`src/rtl/dws_pkg.sv`:
```
// Shared types, sizes and codes for the descriptor weight sequencer MAC.
`timescale 1ns / 1ps

package dws_pkg;

    localparam int WEIGHT_DEPTH  = 256;
    localparam int PROGRAM_DEPTH = 64;
    localparam int DATA_WIDTH    = 32;

    localparam int WA_W   = (WEIGHT_DEPTH > 2) ? $clog2(WEIGHT_DEPTH) : 1;
    localparam int PA_W   = (PROGRAM_DEPTH > 2) ? $clog2(PROGRAM_DEPTH) : 1;
    localparam int WCNT_W = $clog2(WEIGHT_DEPTH + 1);
    localparam int WP_W   = ((WA_W > 8) ? WA_W : 8) + 2;
    localparam int PP_W   = 7;
    localparam int CNT_W  = 18;

    localparam logic [1:0] REQ_TICK    = 2'd0;
    localparam logic [1:0] REQ_WR_W    = 2'd1;
    localparam logic [1:0] REQ_WR_DESC = 2'd2;
    localparam logic [1:0] REQ_CLEAR   = 2'd3;

    localparam logic [1:0] KIND_GENHOLD = 2'd0;
    localparam logic [1:0] KIND_WAIT    = 2'd1;
    localparam logic [1:0] KIND_SUSPEND = 2'd2;

    localparam logic [2:0] ERR_OK       = 3'd0;
    localparam logic [2:0] ERR_NOT_PROG = 3'd1;
    localparam logic [2:0] ERR_INVALID  = 3'd2;
    localparam logic [2:0] ERR_OVERRUN  = 3'd3;
    localparam logic [2:0] ERR_WIDX     = 3'd4;

    typedef struct packed {
        logic [1:0]  kind;
        logic [15:0] x_count;
        logic [16:0] x_start;
        logic [16:0] y_start;
        logic [8:0]  y_step;
    } t_desc;

    typedef struct packed {
        logic [1:0]  req_type;
        logic [7:0]  addr;
        logic [31:0] weight_value;
        logic [1:0]  desc_kind;
        logic [15:0] desc_x_count;
        logic [16:0] desc_x_start;
        logic [16:0] desc_y_start;
        logic [8:0]  desc_y_step;
        logic        desc_last;
        logic [31:0] activation;
        logic [31:0] psum_in;
    } t_item;

    typedef struct packed {
        logic [31:0] weight_held;
        logic [31:0] weight_now;
        logic [6:0]  program_index;
        logic [2:0]  error_code;
        logic [31:0] access_count;
    } t_seq_res;

endpackage

```
`src/rtl/dws_mac.sv`:
```
// Multiply-accumulate of held weight, activation and incoming partial sum.
`timescale 1ns / 1ps

module dws_mac
    import dws_pkg::*;
(
    input  logic        i_tick,
    input  logic [31:0] i_weight,
    input  logic [31:0] i_activation,
    input  logic [31:0] i_psum_in,
    output logic [31:0] o_psum_out
);

    logic signed [DATA_WIDTH-1:0] prod;
    logic signed [DATA_WIDTH-1:0] sum;

    always_comb begin
        prod = DATA_WIDTH'($signed(i_weight)) * DATA_WIDTH'($signed(i_activation));
        sum  = prod + DATA_WIDTH'($signed(i_psum_in));
        o_psum_out = i_tick ? 32'(sum) : 32'd0;
    end

endmodule

```
`config.mk`:
```
export PLATFORM = sky130hd
export DESIGN_NAME = dws_mac
export DESIGN_NICKNAME = d
export VERILOG_FILES = /design/src/rtl/dws_pkg.sv /design/src/rtl/dws_mac.sv
export SDC_FILE = /design/constraint.sdc
export NUM_CORES = 1
export LEC_CHECK = 0
export CORE_MARGIN = 4
export CORE_UTILIZATION = 55
export DETAILED_ROUTE_END_ITERATION = 7
export DONT_BUFFER_PORTS = 1
export PLACE_DENSITY = 0.81
export SLEW_MARGIN = 15
export SYNTH_ARGS = -nofsm -noshare
export SYNTH_HDL_FRONTEND = slang
export SYNTH_SLANG_ARGS = --single-unit
export TNS_END_PERCENT = 1
```
`constraint.sdc`:
```
create_clock -name vclk -period 11.75
set_input_delay 2.9375 -clock vclk [all_inputs]
set_output_delay 2.9375 -clock vclk [all_outputs]
set_load 0.05 [all_outputs]
```
Word-level counts from Yosys, hierarchy flattened

Index checks and enable logic that the tools add are counted.

Register bits: 0
Word-level logic and storage cells: 3

Add/subtract/negate cells: 1
$mul: 1
Multiplexer cells: 1

Operator list:

| cell             | count |
|---|---|
| $add A32 B32 Y32 | 1 |
| $mul A32 B32 Y32 | 1 |
| $mux W32         | 1 |

Longest topological paths before layout

Word-level depth: 3
Mapped depth: 27
Mapped depth without buffers: 25

Least setup slack after synthesis

No wires, ideal clock.

Path type: in2out
From: in i_activation[3]
To: out o_psum_out[31]
Arrival time: 9.979 ns
Required time: 8.812 ns
Setup slack: -1.167 ns
Stages on the path: 25
Buffers on the path: 3
Cell sequence: clkbuf_1 clkbuf_1 and2_1 fa_1 fa_1 inv_1 fa_1 fa_1 inv_1 fa_1 fa_1 fa_1 inv_1 fa_1 inv_1 ha_1 buf_2 and4_1 nor2b_1 a211oi_2 o31ai_1 a211oi_2 o211ai_1 a21o_1 a21oi_1

Word-level cells in the longest chain between the ends: 3

RTL lines:

| item               | RTL line      | text |
|---|---|---|
| start: declaration | dws_mac.sv:9  | `input logic [31:0] i_activation,` |
| $mul A32 B32 Y32   | dws_mac.sv:18 | `prod = DATA_WIDTH'($signed(i_weight)) * DATA_WIDTH'($signed(i_activation));` |
| $add A32 B32 Y32   | dws_mac.sv:19 | `sum = prod + DATA_WIDTH'($signed(i_psum_in));` |
| $mux W32           | dws_mac.sv:20 | `o_psum_out = i_tick ? 32'(sum) : 32'd0;` |
| end: declaration   | dws_mac.sv:11 | `output logic [31:0] o_psum_out` |

Every way passes these cells.

Worst setup path after layout

From: in i_activation[0]
To: out o_psum_out[30]

Same word-level chain as after synthesis.

==> summary by stage <==
GRT
The via count of the first global-routing pass was 14400. For this run the aggregate overflow at the end of global routing stands at 0. The pin count of the biggest net entering global routing is 33.

The initial antenna violation count came to 1. The first global-routing pass estimated 75.2 mm of wire. The total track usage is 0.277.

Placed design
The congestion estimate from routability-driven global placement came to 0.917. The number of port buffers is 0. In this run, placement finished with an instance count of 2373.

Summed over all nets, the half-perimeter wirelength after detailed placement is 38.8 mm.

Hold path
In this run the worst hold path is classified as input port to primary output.

CTS
In this run, post-CTS hold repair placed 0 buffers.

Layout
In the layout the commonest cells are sky130_fd_sc_hd__inv_1, sky130_fd_sc_hd__fa_1, sky130_fd_sc_hd__and2_1. Summing all multi-input logic gate instances after layout gives 0.0155 mm². Excluding fillers, the count of instances in the completed layout stands at 2375. After the last flow step, the layout net total stands at 2660. Of the cells placed in the final design, the portion with a size suffix greater than 1 is 0.0730. The count of flip-flops and latches is 0. Counting the fill cells in the layout gives 2527. In the final layout, flip-flops and latches occupy 0 µm². The commonest non-fill, non-tap cell in the layout is sky130_fd_sc_hd__inv_1. The area added between synthesis and finish is 7.15%. The count of clock-net buffers in the final layout is 0.

Floorplanning
In this run the standard cell core region covers 0.0315 mm². The starting utilization of the core area is 0.555. The number of top-level pins is 129.

The number of rows in the core area is 65. Measured along the y axis, the die boundary spans 186 µm. The die footprint is 0.0347 mm². The die outline width is 186 µm.

Route
The first detailed-routing pass took 5 iterations. Across all layers, the routed design uses 13100 vias. The routed wire length per instance is 19.8 µm. The detailed-route vias per instance is 5.51. The number of DRC violations after detailed routing is 0. The initial DRC count is 880.

The count of nets left with antenna violations once routing finished came out at 0. The final layout contains routed wiring with a total length of 47.0 mm.

Timing
The top achievable clock speed is 81.3 MHz. The worst path in the final design needs a cycle of 12310 ps, including I/O delays and setup. Setup repair after global routing could not meet its margin everywhere. The number of max-slew violations in the final report was 0. The final critical-path share of the clock period is 1.05. The transition at the pin with the smallest max-transition slack is 1090 ps. The total of endpoints with negative setup slack in the final report is 12. Once routing completed, OpenROAD measured the worst setup slack at -557 ps. Measured against its own limit, the worst slew margin works out to 0.271. Hold is met by 6130 ps. The number of failing hold endpoints at the final stage came to 0.

Yosys
The number of instances in the synthesized netlist is 1979. The synthesized cell area is 0.0175 mm². The synthesis warning total is 0. After synthesis, the mean cell area works out to 8.83 µm².

The share of the yosys chip area belonging to registers is 0. Yosys mapped the design onto 50 distinct sky130hd cell types. The number of nets handed over by synthesis was 2665.

Critical path
The peak per-stage delay on the critical path is 580 ps. Along the worst path, the maximum fanout reaches 32. Tracing the worst setup path back leads to its startpoint at i_activation[0].

The highest-delay cell along the critical path is sky130_fd_sc_hd__fa_1. The critical path arrival is 9370 ps. The cell family contributing the most delay on the critical path is adder cells. Following the worst setup path forward leads to its endpoint at o_psum_out[30].

The number of buffers and inverters on the critical path is 5. The data required time of the worst path is 8810 ps. Counting stages on the worst path, the most repeated cell is sky130_fd_sc_hd__fa_1. STA classifies the critical path startpoint as an input port. The capturing element type of the critical path is a primary output. The critical path crosses 22 cells after its start point. The signal on the critical path passes through and2_1 > fa_1 > fa_1 > inv_1 > fa_1 > fa_1 > fa_1 > fa_1 > inv_1 > fa_1 > inv_1 > fa_1 > inv_1 > ha_4 > and4_4 > nand4_4 > or3_4 > a311oi_2 > buf_4 > o41ai_4 > mux2i_2 > o311ai_4.

The critical path start-end classification is input port to primary output.

Run
Max-cap violations in this run came to 0.

Status
The run finished, with violations left. The checks that failed: setup timing.
-- cell type report --
type,count,area share
Tap cell,402,0.0269
Multi-Input combinational cell,1364,0.828
Inverter,523,0.105
Timing Repair Buffer,85,0.0406
Antenna cell,1,0.000134
-- synth_stat cells (3+ instances only) --
master / instances / area (µm²)
sky130_fd_sc_hd__o211ai_1: 3 / 22.5
sky130_fd_sc_hd__fa_1: 438 / 8770
sky130_fd_sc_hd__nor2b_1: 6 / 37.5
sky130_fd_sc_hd__ha_1: 151 / 1890
sky130_fd_sc_hd__o21a_1: 7 / 52.6
sky130_fd_sc_hd__and3_1: 3 / 18.8
sky130_fd_sc_hd__nand3_1: 7 / 35.0
sky130_fd_sc_hd__nand2b_1: 4 / 25.0
sky130_fd_sc_hd__xnor2_1: 55 / 482
sky130_fd_sc_hd__a21o_1: 6 / 45.0
sky130_fd_sc_hd__nor3_1: 13 / 65.1
sky130_fd_sc_hd__a21oi_1: 23 / 115
sky130_fd_sc_hd__o21ai_0: 7 / 35.0
sky130_fd_sc_hd__inv_1: 523 / 1960
sky130_fd_sc_hd__o21ai_1: 3 / 15.0
sky130_fd_sc_hd__and2_1: 327 / 2050
sky130_fd_sc_hd__nor2_1: 29 / 109
sky130_fd_sc_hd__nand2_1: 227 / 852
sky130_fd_sc_hd__buf_2: 7 / 35.0
sky130_fd_sc_hd__clkbuf_1: 82 / 308
sky130_fd_sc_hd__a31oi_1: 3 / 18.8
sky130_fd_sc_hd__xor2_1: 16 / 140
sky130_fd_sc_hd__a211oi_2: 3 / 37.5
-- timing repair --
item                                    in CTS  in global routing
resized for setup                           29                 22
endpoints found under the setup margin      16                 18
setup buffers                                1                  0
pin swaps                                   32                 15
-- kinds of logic (layout without fill, tap and decap cells) --
kind of cell             count (synthesis)  after routing  share of synthesized area
XOR/XNOR                                73             73                     0.0382
buffers and inverters                  615            608                      0.133
other                                    0              1                          0
adder cells (fa/ha/maj)                589            589                      0.610
AO/OA/AOI/OAI                           75             75                     0.0312
multiplexers                             2              2                    0.00115
AND/OR/NAND/NOR                        625            625                      0.187
-- worst min path at each step --
| stage | startpoint | end | slack [ps] | cells after the start |
|---|---|---|---|---|
| after floorplan | i_tick | o_psum_out[26] | 6150 | 3 |
| after global placement | i_tick | o_psum_out[8] | 6120 | 3 |
| after detailed placement | i_tick | o_psum_out[8] | 6130 | 3 |
| after CTS | i_tick | o_psum_out[8] | 6130 | 3 |
| after global routing | i_tick | o_psum_out[8] | 6140 | 3 |
| final | i_tick | o_psum_out[8] | 6130 | 3 |
-- worst min-delay path: cells and delay by family --
family,cells,cell delay (ps)
compound gates,1,30
buf+inv,1,180
simple gates,1,40
-- routing by layer --
| metal | track usage | vias up | routed length (µm) |
|---|---|---|---|
| li1 | - | 5622 | - |
| met1 | 0.354 | 6698 | 17200 |
| met2 | 0.464 | 617 | 23200 |
| met3 | 0.0609 | 158 | 4220 |
| met4 | 0.105 | 0 | 2360 |
| met5 | 0 | - | 0 |
-- metrics by stage --
step	worst slack [ps]	area, µm²	utilization	TNS, ps
detailed placement	-704	18400	0.586	-5680
global placement	-597	18400	0.586	-4290
CTS	-555	18600	0.592	-3970
finish	-557	18700	0.595	-3700
floorplan	-579	17600	-	-6590
global route	-767	18700	0.595	-6830
Power is not shown: default switching activity piles up to over one toggle a cycle in this logic, so the estimate is an artifact.
